## config.mk

```make
export PLATFORM = sky130hd
export DESIGN_NAME = tmf_div_cell
export DESIGN_NICKNAME = d
export VERILOG_FILES = /design/src/hw/rtl/time_mantissa_factor_codec_top_assert.svh /design/src/hw/rtl/tmf_pkg.sv /design/src/hw/rtl/tmf_div_cell.sv
export SDC_FILE = /design/constraint.sdc
export NUM_CORES = 1
export LEC_CHECK = 0
export ABC_AREA = 1
export ABC_CLOCK_PERIOD_IN_PS = 1100
export CORE_AREA = 2 2 137 139
export DETAILED_ROUTE_END_ITERATION = 8
export DIE_AREA = 0 0 139 141
export DONT_BUFFER_PORTS = 1
export PLACE_DENSITY = 0.62
export SLEW_MARGIN = 25
export SYNTH_ARGS = -nofsm -noshare
export SYNTH_HDL_FRONTEND = slang
export SYNTH_SLANG_ARGS = --single-unit
```

## constraint.sdc

```tcl
create_clock -name clk -period 1.1 [get_ports clk]
set_input_delay 0.275 -clock clk [delete_from_list [all_inputs] [get_ports clk]]
set_output_delay 0.275 -clock clk [all_outputs]
set_load 0.01 [all_outputs]
```

## src/hw/rtl/time_mantissa_factor_codec_top_assert.svh

```systemverilog
// assertion macros for the time mantissa factor codec
`ifndef TIME_MANTISSA_FACTOR_CODEC_TOP_ASSERT_SVH
`define TIME_MANTISSA_FACTOR_CODEC_TOP_ASSERT_SVH

// antecedent implies consequent on the next clock
`define TMF_ASSERT_NEXT(label, clk, rst_n, ante, cons) \
    label: assert property (@(posedge clk) disable iff (!rst_n) (ante) |=> (cons)) \
        else $error("tmf check failed");

// condition holds on every clock
`define TMF_ASSERT_ALWAYS(label, clk, rst_n, cond) \
    label: assert property (@(posedge clk) disable iff (!rst_n) (cond)) \
        else $error("tmf check failed");

`endif

```

## src/hw/rtl/tmf_pkg.sv

```systemverilog
// shared types and constants for the time mantissa factor codec
package tmf_pkg;
    localparam int FACTOR_W = 24;
    localparam int TIME_W = 32;
    localparam int CODE_W = 8;
    localparam int TOUT_W = 29;
    localparam int REG_COUNT = 8;
    localparam int REG_IDX_W = 3;
    localparam logic [TOUT_W-1:0] TIME_MAX = '1;

    localparam logic KIND_ENCODE = 1'b0;
    localparam logic KIND_DECODE = 1'b1;

    typedef struct packed {
        logic              kind;
        logic [TIME_W-1:0] time_ms;
        logic [CODE_W-1:0] code;
    } in_item_t;

    typedef struct packed {
        logic [CODE_W-1:0] code_out;
        logic [TOUT_W-1:0] time_out;
    } out_item_t;

    typedef logic [FACTOR_W-1:0] factor_t;

    function automatic factor_t reset_factor(input logic [REG_IDX_W-1:0] idx);
        factor_t f;
        case (idx)
            3'd0: f = 24'd100;
            3'd1: f = 24'd1000;
            3'd2: f = 24'd5000;
            3'd3: f = 24'd10000;
            3'd4: f = 24'd60000;
            3'd5: f = 24'd300000;
            3'd6: f = 24'd600000;
            3'd7: f = 24'd3600000;
            default: f = 24'd1;
        endcase
        return f;
    endfunction
endpackage

```

## src/hw/rtl/tmf_div_cell.sv

```systemverilog
// one restoring division step cell of the mantissa chain
module tmf_div_cell #(
    parameter int NUM_W = 34,
    parameter int DEN_W = 25,
    parameter int IDX_W = 3
) (
    input  logic                 clk,
    input  logic                 rst_n,
    input  logic                 adv,
    input  logic                 v_in,
    input  tmf_pkg::in_item_t    d_in,
    input  logic [IDX_W-1:0]     idx_in,
    input  logic [DEN_W-1:0]     den_in,
    input  logic [NUM_W-1:0]     num_in,
    input  logic [DEN_W:0]       rem_in,
    input  logic [NUM_W-1:0]     quo_in,
    output logic                 v_out,
    output tmf_pkg::in_item_t    d_out,
    output logic [IDX_W-1:0]     idx_out,
    output logic [DEN_W-1:0]     den_out,
    output logic [NUM_W-1:0]     num_out,
    output logic [DEN_W:0]       rem_out,
    output logic [NUM_W-1:0]     quo_out
);
    import tmf_pkg::*;

    logic [DEN_W+1:0] shifted;
    logic ge;
    logic v_reg;
    in_item_t d_reg;
    logic [IDX_W-1:0] idx_reg;
    logic [DEN_W-1:0] den_reg;
    logic [NUM_W-1:0] num_reg;
    logic [DEN_W:0] rem_reg;
    logic [NUM_W-1:0] quo_reg;

    assign shifted = {rem_in, num_in[NUM_W-1]};
    assign ge = shifted >= {1'b0, 1'b0, den_in};

    always_ff @(posedge clk or negedge rst_n)
    begin
        if (!rst_n)
        begin
            v_reg <= 1'b0;
        end
        else if (adv)
        begin
            v_reg <= v_in;
        end
    end

    always_ff @(posedge clk)
    begin
        if (adv)
        begin
            d_reg <= d_in;
            idx_reg <= idx_in;
            den_reg <= den_in;
            num_reg <= {num_in[NUM_W-2:0], 1'b0};
            rem_reg <= ge ? (DEN_W+1)'(shifted - {2'b00, den_in}) : shifted[DEN_W:0];
            quo_reg <= {quo_in[NUM_W-2:0], ge};
        end
    end

    assign v_out = v_reg;
    assign d_out = d_reg;
    assign idx_out = idx_reg;
    assign den_out = den_reg;
    assign num_out = num_reg;
    assign rem_out = rem_reg;
    assign quo_out = quo_reg;
endmodule

```

==> out/metrics.csv <==
metric,value,unit
pwr-share-comb,16.4,%
vias,5546,
cts_hold_buf,137,
die_h,141,µm
syn_area,7310,µm²
p_sw_share,27.7,%
io_pins,331,
tritoncts,built,
worst_slack,-0.407,ns
worst_ep_required_time,1.27,ns
period_share,137,%
finalClockSkew,0,ns
whs,-0.0295,ns
drtIter0Drc,243,
worstSetupStartpointType,input pin,
drive_gt1_share,30.8,%
cpMaxStageDelayCell,ha_4,
ys.flop_type,edfxtp_1,
seq_power_share,48.9,%
p_leak,4.82,nW
route.detailed.wl_per_inst,18.6,µm
max-vdd-ir-drop,1.09,mV
dp_hpwl,15500,µm
cts-root-buf,clkbuf_16,
synthArstFlopShare,0.613,%
antenna_cells,0,
synth_edf_count,162,
grtUsageTotal,21.6,%
p_int,12.0,mW
grt_pass1_vias,5813,
finalHoldViolCount,7,
end_kind,flip-flop,
min_period,1.51,ns
cpPeakStageDelay,0.30,ns
powerDensity,1490,nW/µm²
core,18300,µm²
start_util,40.0,%
p_sw,4.59,mW
reg2reg_from,v_out$_DFFE_PN0P_,
gp_congestion,0.855,
die_area,19600,µm²
cts_buffers,17,
syn-instance-count,675,
multi_input_area,2700,µm²
clockBufferDepth,2,
final_core_util,61.1,%
worst-path-max-fanout,5,
hp-class,in2reg,
syn_avg_cell_area,10.8,µm²
drt.antenna.violating_nets,0,
nFillCells,1462,
crit_type,in2reg,
grt_pass1_wl,32100,µm
rsz0062_at_grt,yes,
arrival,1.68,ns
setup_viol,190,
violations,"negative hold slack, negative setup slack",
synth.distinct_cells,29,
ys_seq_area_share,66.9,%
clkPwrFrac,34.7,%
max_freq,0.663,GHz
rows,50,
seq_area,4890,µm²
drc_errors,0,
antenna_found_initial,0,
htreeDepth,4,
grt_max_degree,164,
maxSlewViolCount,0,
synth_nets,868,
ys_warn_count,0,
viasPerCell,4.73,
grt_overflow,0,
cts_sinks,163,
wl,21800,µm
path_cells,clkinvlp_4 > ha_4 > nand3_1 > nand3_4 > nand2_1 > nand3_2 > nand2_2 > nand3_4 > inv_8 > buf_12 > nand2_2 > nand2_1,
clk_pin_slew,0.07,ns
fin_nets,1119,
fp.dieW,139,µm
drv_cap,0,
outcome,"finished, violations left",
ys_ff_latch,163,
buffer_ports.inserted,0,
first_pass_iters,7,
clkLatencyLatePin,0.42,ns
fin_tns_setup,-15.23,ns
min_from,adv,
critPathLaunch,den_in[1],
area.growth.synth_to_final,52.8,%
## cell families after synthesis
| kind of cell | after synthesis | synth area share [%] |
|---|---|---|
| AO/OA/AOI/OAI | 17 | 1.30 |
| XOR/XNOR | 11 | 1.32 |
| adder cells (fa/ha/maj) | 26 | 4.56 |
| buffers and inverters | 127 | 6.92 |
| flip-flops | 163 | 66.9 |
| multiplexers | 1 | 0.154 |
| other | 1 | 0.0513 |
| AND/OR/NAND/NOR | 329 | 18.8 |
## critical path, delay by kind of cell
family                   cells  cell delay, ns
AND/OR/NAND/NOR              8            0.76
buffers and inverters        3            0.32
adder cells (fa/ha/maj)      1            0.30
## metrics by stage
stage / setup slack (ns) / total power, mW / instances / cell area [µm²] / hold WS, ns
detailed placement: -0.878 / 10.2 / 984 / 8620 / -0.0206
CTS: -0.344 / 16.5 / 1169 / 11000 / -0.0474
global route: -0.464 / 17.2 / 1173 / 11200 / -0.0545
floorplan: -0.644 / 9.33 / 675 / 7750 / -0.0206
global placement: -0.910 / 10.1 / 984 / 8620 / -0.0206
finish: -0.407 / 16.6 / 1173 / 11200 / -0.0295
## per-layer routing
metal  part of all wire, %  global-route usage, %  vias up
met5                     0                      0        -
met4                   2.9                   8.88        0
li1                      -                      -     2699
met2                    54                   40.2      219
met3                   5.3                   5.37       40
met1                    37                   23.3     2588
## state kept, by name, indices dropped and copies added (netlist names)
signal   cells
d_out       41
idx_out      3
rem_out     26
num_out     33
den_out     25
quo_out     34
v_out        1
## power groups by stage
stage | logic, mW | registers [mW] | clock network (mW)
5_1_grt | 2.97 | 8.13 | 6.13
2_1_floorplan | 1.23 | 8.10 | 0
3_3_place_gp | 1.92 | 8.23 | 0
3_5_place_dp | 1.93 | 8.24 | 0
4_1_cts | 2.58 | 8.11 | 5.86
6_report | 2.72 | 8.11 | 5.77
## timing repair
item                       4_1_cts  5_1_grt
setup endpoints to repair      190      190
hold endpoints to repair       285       85
resized for setup               76       48
buffers inserted                14        3
gates cloned                     2        1
pin swaps                       25       22
## worst paths after layout
check | end | slack [ns] | cells after the start
max | rem_out[13]$_DFFE_PP_ | -0.41 | 12
min | den_out[21]$_DFFE_PP_ | -0.03 | 0
max reg2reg | v_out$_DFFE_PN0P_ | 0.31 | 1
min reg2reg | v_out$_DFFE_PN0P_ | 0.59 | 1
max in group asynchronous | v_out$_DFFE_PN0P_ | 0.93 | 1
min in group asynchronous | v_out$_DFFE_PN0P_ | 0.06 | 1
## cells in the mapped netlist (all sizes together), types with 2 or more instances
master	instances	share of area (%)
nand2	235	12
edfxtp	162	67
inv	122	6.3
nand3	39	2.9
nor2	38	2.2
ha	25	4.3
a21oi	14	1.0
xor2	11	1.3
nand4	8	0.69
buf	5	0.62
nand3b	4	0.41
nor3	2	0.21
o21ai	2	0.14
or2	2	0.17
## area by class of cell
type | instances | share of cell area [%]
Sequential cell | 163 | 43.8
Multi-Input combinational cell | 385 | 24.2
Timing Repair Buffer | 237 | 19.6
Inverter | 122 | 4.52
Clock buffer | 17 | 3.81
Tap cell | 234 | 2.62
Clock inverter | 15 | 1.42
## cells in the final DEF (no fill, tap or decap), types with 2 or more instances in the layout
cell type | synthesis | routed
nand2_1 | 234 | 166
edfxtp_1 | 162 | 162
dlygate4sd3_1 | 0 | 137
inv_1 | 120 | 96
buf_4 | 3 | 94
nand2_2 | 1 | 43
nand3_1 | 37 | 29
nand2_4 | 0 | 26
ha_4 | 0 | 25
nor2_1 | 31 | 20
inv_2 | 1 | 18
clkbuf_16 | 0 | 18
a21oi_1 | 13 | 11
nor2_4 | 0 | 11
inv_8 | 0 | 10
xor2_1 | 11 | 10
nand4_1 | 8 | 8
nand3_2 | 1 | 7
nor2_2 | 7 | 7
nand3b_1 | 4 | 4
clkinv_4 | 0 | 4
inv_4 | 1 | 3
nand3_4 | 1 | 3
a21oi_2 | 1 | 2
or2_2 | 2 | 2
o21ai_0 | 2 | 2
clkinv_8 | 0 | 2
buf_12 | 0 | 2
buf_6 | 2 | 2
Power figures use the tool's default switching activity.
