--- src/hw/rtl/time_mantissa_factor_codec_top_assert.svh ---
// assertion macros for the time mantissa factor codec
`ifndef TIME_MANTISSA_FACTOR_CODEC_TOP_ASSERT_SVH
`define TIME_MANTISSA_FACTOR_CODEC_TOP_ASSERT_SVH

// antecedent implies consequent on the next clock
`define TMF_ASSERT_NEXT(label, clk, rst_n, ante, cons) \
    label: assert property (@(posedge clk) disable iff (!rst_n) (ante) |=> (cons)) \
        else $error("tmf check failed");

// condition holds on every clock
`define TMF_ASSERT_ALWAYS(label, clk, rst_n, cond) \
    label: assert property (@(posedge clk) disable iff (!rst_n) (cond)) \
        else $error("tmf check failed");

`endif

--- src/hw/rtl/tmf_pkg.sv ---
// shared types and constants for the time mantissa factor codec
package tmf_pkg;
    localparam int FACTOR_W = 24;
    localparam int TIME_W = 32;
    localparam int CODE_W = 8;
    localparam int TOUT_W = 29;
    localparam int REG_COUNT = 8;
    localparam int REG_IDX_W = 3;
    localparam logic [TOUT_W-1:0] TIME_MAX = '1;

    localparam logic KIND_ENCODE = 1'b0;
    localparam logic KIND_DECODE = 1'b1;

    typedef struct packed {
        logic              kind;
        logic [TIME_W-1:0] time_ms;
        logic [CODE_W-1:0] code;
    } in_item_t;

    typedef struct packed {
        logic [CODE_W-1:0] code_out;
        logic [TOUT_W-1:0] time_out;
    } out_item_t;

    typedef logic [FACTOR_W-1:0] factor_t;

    function automatic factor_t reset_factor(input logic [REG_IDX_W-1:0] idx);
        factor_t f;
        case (idx)
            3'd0: f = 24'd100;
            3'd1: f = 24'd1000;
            3'd2: f = 24'd5000;
            3'd3: f = 24'd10000;
            3'd4: f = 24'd60000;
            3'd5: f = 24'd300000;
            3'd6: f = 24'd600000;
            3'd7: f = 24'd3600000;
            default: f = 24'd1;
        endcase
        return f;
    endfunction
endpackage

--- src/hw/rtl/tmf_select_cell.sv ---
// one factor compare cell of the encode chain
module tmf_select_cell #(
    parameter int MANTISSA_BITS = 5,
    parameter int CELL_IDX = 0,
    parameter int IDX_W = 3
) (
    input  logic                      clk,
    input  logic                      rst_n,
    input  logic                      adv,
    input  logic                      v_in,
    input  tmf_pkg::in_item_t         d_in,
    input  logic                      found_in,
    input  logic [IDX_W-1:0]          idx_in,
    input  tmf_pkg::factor_t          factor,
    output logic                      v_out,
    output tmf_pkg::in_item_t         d_out,
    output logic                      found_out,
    output logic [IDX_W-1:0]          idx_out
);
    import tmf_pkg::*;

    localparam int PROD_W = FACTOR_W + MANTISSA_BITS;
    localparam logic [MANTISSA_BITS-1:0] MANT_MAX = '1;

    logic [FACTOR_W-1:0] eff;
    logic [PROD_W-1:0] limit;
    logic fits;
    logic v_reg;
    in_item_t d_reg;
    logic found_reg;
    logic [IDX_W-1:0] idx_reg;

    assign eff = (factor == '0) ? FACTOR_W'(1) : factor;
    assign limit = PROD_W'(eff) * PROD_W'(MANT_MAX);
    assign fits = ((PROD_W > TIME_W) ? (PROD_W'(d_in.time_ms) <= limit)
                  : (d_in.time_ms <= TIME_W'(limit)));

    always_ff @(posedge clk or negedge rst_n)
    begin
        if (!rst_n)
        begin
            v_reg <= 1'b0;
        end
        else if (adv)
        begin
            v_reg <= v_in;
        end
    end

    always_ff @(posedge clk)
    begin
        if (adv)
        begin
            d_reg <= d_in;
            found_reg <= found_in | fits;
            idx_reg <= found_in ? idx_in : IDX_W'(CELL_IDX);
        end
    end

    assign v_out = v_reg;
    assign d_out = d_reg;
    assign found_out = found_reg;
    assign idx_out = idx_reg;
endmodule

--- config.mk ---
export PLATFORM = sky130hd
export DESIGN_NAME = tmf_select_cell
export DESIGN_NICKNAME = d
export VERILOG_FILES = /design/src/hw/rtl/time_mantissa_factor_codec_top_assert.svh /design/src/hw/rtl/tmf_pkg.sv /design/src/hw/rtl/tmf_select_cell.sv
export SDC_FILE = /design/constraint.sdc
export NUM_CORES = 1
export LEC_CHECK = 0
export BUFFER_PORTS_ARGS = -buffer_cell sky130_fd_sc_hd__buf_2
export CAP_MARGIN = 10
export CORE_ASPECT_RATIO = 2
export CORE_UTILIZATION = 35
export CTS_CLUSTER_SIZE = 10
export DETAILED_ROUTE_END_ITERATION = 6
export PLACE_DENSITY = 0.64
export SLEW_MARGIN = 10
export SYNTH_ARGS = -nofsm -noshare
export SYNTH_HDL_FRONTEND = slang
export SYNTH_SLANG_ARGS = --single-unit
export TNS_END_PERCENT = 20
--- constraint.sdc ---
create_clock -name clk -period 1 [get_ports clk]
set_input_delay 0.15 -clock clk [delete_from_list [all_inputs] [get_ports clk]]
set_output_delay 0.15 -clock clk [all_outputs]
set_load 0.05 [all_outputs]
==> results.yml, run 1 <==
status:
  outcome: "finished with violations"
  violations: "setup timing"
timing:
  period_share_pct: 558
  tightest_slew_ns: 0.352
  max_slew_margin_pct: 76.3
  fin_crit_ns: 5.58
  drv_slew: 0
  clock_skew_ns: 0
  setup_tns_ns: -4.68
  finalWorstSetupSlack_ns: -4.58
  rsz0062_at_grt: "true"
  max_freq_mhz: 179
  setup_viol: 10
  hold_viol: 0
setup_path:
  r2r_slack_ns: 0.25
  cp.required_ns: 1.04
  cp_slowest_cell: "or4_4"
  worst_path_largest_cell_delay_ns: 0.58
  criticalPathCategory: "in -> reg"
  cp_max_fo: 3
  start_kind: "primary input"
  endpoint_kind: "register"
  path_cells: "buf_2 > or4_4 > nor4_4 > or2_4 > inv_2 > fa_2 > fa_2 > fa_1 > inv_2 > ha_4 > nand3_4 > nor2_4 > o21ai_2 > a211o_4 > a2111oi_4 > a311oi_2 > ha_1 > and3_4 > nand3_2 > or3_4 > nor2_4 > o41a_1 > o21ai_1"
  crit_arrival_ns: 5.62
global_routing:
  grt_max_degree: 40
  antenna_found_initial: 1
  track_usage_pct: 19.0
  grt_first_pass_wirelength_mm: 24.8
  grt_pass1_vias: 5381
  grt_overflow_total: 0
floorplanning:
  dieArea_sq_mm: 0.0164
  die_width_microns: 91.0
  core_area_sq_mm: 0.0154
  fp.dieH_microns: 180
  rows: 64
  pin_count: 119
  initial_core_util_pct: 36.1
cells_and_area:
  layout_common_cells: "153 x buf_4, 110 x inv_1, 70 x buf_2, 67 x ha_1, 58 x fa_1"
  final_util_pct: 53.9
  final_area_sq_mm: 0.00829
  drive_gt1_share_pct: 42.7
  fin_nets: 1015
  layout_commonest_cell: "buf_4"
  area_growth_pct: 49.5
cts:
  clock_latency_ns: 0.29
  clkTransAtPathRegs_ns: 0.06
  clockBufferDepth: 2
  htreeDepth: 2
  cts_made_buffers: 5
  cts_sinks: 46
  cts_tree: "done"
  root_buffer: "clkbuf_16"
logic_synthesis:
  synth-adder-area-share_pct: 37.7
  post-synth-top-area-cell: "edfxtp_1"
  synthSimpleGateAreaFrac_pct: 9.61
  ys_ff_latch: 46
  syn_nets: 758
  synth_edf_count: 45
  synth_seq_area_share_pct: 24.8
  synth.top_cell.area_share_pct: 24.4
  syn_area_per_cell_sq_um: 10.0
  netlist_instances: 554
  yosys_warnings: 0
  muxShareOfSynthArea_pct: 0.406
  yosys-top-cells-area: "edfxtp_1 24%, fa_1 22%, ha_1 16%"
  ys.flop_type: "edfxtp_1"
  synth_cell_type_count: 55
  synthXorXnorAreaFrac_pct: 4.11
  netlist_area_sq_mm: 0.00555
  synthArstFlopShare_pct: 2.17
  synth_top_family_by_area: "adder cells"
  synth_compound_area_share_pct: 13.8
placement:
  numPortBuffers: 118
  place_area_sq_mm: 0.00749
  gp_congestion: 0.816
  hpwl_mm: 13.0
routing:
  drt-pass1-iter-count: 6
  routed_via_density: 4.82
  totalWireLength_mm: 15.1
  antenna_left: 0
  drt-initial-drc-count: 150
  vias: 4867
  wire_per_inst_microns: 14.9
  drc_errors: 0
run:
  maxCapViolations: 0
hold_path:
  hold_path_class: "in -> reg"
power:
  cellLeakagePower_nw: 4.10
  irDropWorstVdd_mv: 0.978
  p_per_area_mw_per_mm2: 2570
==> sequential cells by signal, summed over array words and instances (netlist names) <==
signal and cells:
d_out 41, found_out 1, idx_out 3, v_out 1
==> synth_stat cells (7+ instances only) <==
master    count
clkbuf_1     23
xor2_1       16
xnor2_1      10
a21o_1       19
edfxtp_1     45
nand2_1      17
ha_1         71
inv_1       116
a21oi_1      32
nor2_1       18
fa_1         60
o21ai_0      13
nand2b_1      8
nand4_1       7
==> layout make-up <==
class	instances	area, sq um
flip-flops and latches	46	1380
inverters	116	435
clock inverters	2	33.8
repair buffers	275	2090
clock buffers	5	125
fillers	1397	7080
multi-input cells	367	3980
well taps	198	248
diodes	1	2.50
==> power by group <==
part	internal [W]	switching [W]
Combinational	0.00861	0.00850
Sequential	0.00229	0.0000715
Clock	0.00115	0.000647
Total	0.0121	0.00922
==> stage by stage <==
step                      hold slack (ns)  instances  power, W  worst slack [ns]
after global routing               0.0387       1010    0.0232             -4.80
after floorplan                    -0.146        554    0.0117             -4.56
after detailed placement          -0.0689        994    0.0177             -5.23
after CTS                          0.0305       1007    0.0209             -4.66
final                              0.0374       1010    0.0213             -4.58
after global placement            -0.0749        994    0.0173             -5.11
==> layer usage <==
metal,track usage (%),wire [microns],vias to the layer above,share of wire (%)
li1,-,-,2376,-
met1,17.5,5060,2320,34
met2,37.7,8520,127,57
met3,1.81,445,44,3.0
met4,13.4,1050,0,6.9
met5,0,0,-,0
==> worst max-delay path, delay by kind of cell <==
kind | cells | cell delay [ns]
simple gates | 9 | 2.01
compound gates | 6 | 1.12
fa+ha+maj | 5 | 2.12
buf+inv | 3 | 0.21
==> final timing paths <==
kind	cells after the start	endpoint	startpoint
max reg2reg	1	v_out$_DFFE_PN0P_	v_out$_DFFE_PN0P_
min	1	d_out[6]$_DFFE_PP_	d_in[6]
min in group asynchronous	2	v_out$_DFFE_PN0P_	rst_n
max in group asynchronous	2	v_out$_DFFE_PN0P_	rst_n
max	23	found_out$_DFFE_PP_	factor[11]
min reg2reg	1	v_out$_DFFE_PN0P_	v_out$_DFFE_PN0P_
==> what timing repair did <==
item | 4_1_cts | 5_1_grt
endpoints found under the hold margin | 1 | 0
hold buffers | 1 | 0
pin swaps | 32 | 25
setup buffers | 7 | 2
setup endpoints to repair | 47 | 40
resized for setup | 121 | 29
==> kinds of logic (layout without fill, tap and decap cells) <==
group / Yosys count / count (layout)
buf+inv: 141 / 398
fa+ha+maj: 131 / 131
compound gates: 110 / 110
simple gates: 98 / 98
flops: 46 / 46
xor+xnor: 26 / 26
mux: 2 / 2
other cells: 0 / 1
(Power assumes the default switching activity.)
==> run 2, diff against run 1 <==
--- a/config.mk
+++ b/config.mk
@@ -9,11 +9,11 @@
 export CAP_MARGIN = 10
 export CORE_ASPECT_RATIO = 2
 export CORE_UTILIZATION = 35
+export CTS_BUF_LIST = sky130_fd_sc_hd__clkbuf_4 sky130_fd_sc_hd__clkbuf_8
 export CTS_CLUSTER_SIZE = 10
 export DETAILED_ROUTE_END_ITERATION = 6
-export PLACE_DENSITY = 0.64
+export PLACE_DENSITY = 0.61
 export SLEW_MARGIN = 10
 export SYNTH_ARGS = -nofsm -noshare
 export SYNTH_HDL_FRONTEND = slang
 export SYNTH_SLANG_ARGS = --single-unit
-export TNS_END_PERCENT = 20
==> run 2 against run 1 <==
The flow still finishes with violations (setup timing). Die area stayed put. Critical path depth is 4 higher. First-iteration DRC count is 1.3% lower. Global-route usage decreased by 1.3 points. Register-to-register slack hardly changed. Fmax rose by 1.8%. Clock skew stayed put. Final cell count shrank 0.50%. Count of clock-buffer cells in the layout grew 2. Final area is 1.0% lower. Clock power fell by 39%. Critical path type unchanged. Largest cell class unchanged. Highest routed layer unchanged.
==> results.yml, run 2 (synthesized netlist as in run 1, its figures left out) <==
placement:
  gp_congestion: 0.830
  hpwl_mm: 12.4
  place_area_sq_mm: 0.00747
  dpl.cell_count: 992
  numPortBuffers: 118
  pre_cts_ws_ns: -5.19
routing:
  drt-pass1-iter-count: 4
  drt-initial-drc-count: 148
  routed_via_density: 4.72
  antenna_left: 0
  drc_errors: 0
  vias: 4747
  totalWireLength_mm: 14.0
  wire_per_inst_microns: 13.9
setup_path:
  cp_max_fo: 4
  cp.required_ns: 1.15
  crit_arrival_ns: 5.63
  start_kind: "primary input"
  reg2reg_from: "v_out$_DFFE_PN0P_"
  endpoint_kind: "register"
  ff2ff_path_depth: 1
  criticalPathCategory: "in -> reg"
  r2r-end: "v_out$_DFFE_PN0P_"
  endpoint: "found_out$_DFFE_PP_"
  startpoint: "factor[22]"
  r2r_slack_ns: 0.24
timing:
  period_share_pct: 548
  setup_viol: 23
  hold_viol: 0
  hold_slack_ns: 0.0204
  drv_slew: 0
  rsz0062_at_grt: "true"
  fin_crit_ns: 5.48
  finalWorstSetupSlack_ns: -4.48
  max_freq_mhz: 182
  tightest_slew_ns: 0.428
  clock_skew_ns: 0
  max_slew_margin_pct: 71.1
floorplanning:
  rows: 64
  fp.dieH_microns: 180
  core_area_sq_mm: 0.0154
  initial_core_util_pct: 36.1
  pin_count: 119
  die_width_microns: 91.0
  dieArea_sq_mm: 0.0164
global_routing:
  antenna_found_initial: 0
  grt_pass1_vias: 5158
  grt_overflow_total: 0
  grt_max_degree: 39
  grt_first_pass_wirelength_mm: 23.3
  track_usage_pct: 17.8
cells_and_area:
  largest_reg_flops: 41
  layout_commonest_cell: "buf_4"
  final_area_sq_mm: 0.00821
  drive_gt1_share_pct: 42.4
  area_growth_pct: 48.0
  regArea_sq_mm: 0.00138
  fin_nets: 1011
  final_cell_count_no_fill: 1005
  final_util_pct: 53.4
  antenna_cells: 0
  fillCellCount: 1391
  layout_common_cells: "149 x buf_4, 108 x inv_1, 69 x buf_2, 64 x ha_1, 59 x fa_1"
  multiInputGateArea_sq_mm: 0.00399
cts:
  cts_tree: "done"
  root_buffer: "clkbuf_8"
  cts_made_buffers: 5
  clockBufferDepth: 2
  clock_latency_ns: 0.30
  htreeDepth: 2
  cts_sinks: 46
  clkTransAtPathRegs_ns: 0.08
run:
  maxCapViolations: 0
power:
  p_per_area_mw_per_mm2: 2440
  cellLeakagePower_nw: 4.04
  irDropWorstVdd_mv: 0.804
status:
  violations: "setup timing"
  outcome: "finished with violations"
hold_path:
  hold_path_class: "in -> reg"
## run 2: worst max-delay path, stage by stage
cell       delay (ns)
buf_8            0.10
inv_4            0.05
ha_4             0.11
nor4b_4          0.17
buf_4            0.16
nand4_1          0.13
nor4_4           0.26
or2_4            0.19
inv_2            0.04
fa_1             0.52
fa_2             0.46
fa_1             0.50
inv_2            0.05
ha_4             0.29
nor2b_4          0.18
o2111ai_4        0.15
a21oi_4          0.27
o21ai_4          0.13
and3_4           0.19
a211o_1          0.23
ha_1             0.29
and3_1           0.19
nand3_2          0.06
or3_4            0.13
nor2_1           0.04
or4_1            0.46
o21ai_1          0.14
## run 2: through the flow
| step | total power (W) | TNS [ns] |
|---|---|---|
| 2_1_floorplan | 0.0117 | -4.56 |
| 3_3_place_gp | 0.0171 | -5.09 |
| 3_5_place_dp | 0.0176 | -5.19 |
| 4_1_cts | 0.0199 | -5.21 |
| 5_1_grt | 0.0220 | -6.20 |
| 6_report | 0.0200 | -4.80 |
## run 2: area by class of cell
type | count | area share (%)
Timing Repair Buffer | 271 | 25.3
Tap cell | 198 | 3.02
Sequential cell | 46 | 16.8
Clock buffer | 7 | 1.02
Inverter | 116 | 5.37
Multi-Input combinational cell | 367 | 48.6
## run 2: worst min path at each step
stage,slack [ns],endpoint,cells past startpoint,startpoint
after floorplan,-0.15,v_out$_DFFE_PN0P_,0,rst_n
after global placement,-0.07,v_out$_DFFE_PN0P_,1,rst_n
after detailed placement,-0.07,v_out$_DFFE_PN0P_,1,rst_n
after CTS,0.008,d_out[2]$_DFFE_PP_,1,d_in[2]
after global routing,0.01,d_out[2]$_DFFE_PP_,1,d_in[2]
final,0.02,d_out[2]$_DFFE_PP_,1,d_in[2]
## run 2: timing repair
item,in CTS,in global routing
hold endpoints to repair,1,0
gates resized for setup,147,12
hold buffers,1,0
endpoints found under the setup margin,47,47
pin swaps,42,20
gates cloned,0,0
setup buffers,3,3
## run 2: where the power goes
group | internal (W) | switching [W] | total, W
Sequential | 0.00229 | 0.0000706 | 0.00236
Clock | 0.000535 | 0.000551 | 0.00109
Combinational | 0.00834 | 0.00825 | 0.0166
## run 2: routing by layer
metal / vias up / track usage, % / part of all wire, %
met5: - / 0 / 0
met4: 0 / 8.51 / 3.6
met3: 24 / 1.01 / 2.5
met2: 101 / 36.5 / 59
met1: 2251 / 17.4 / 35
li1: 2371 / - / -
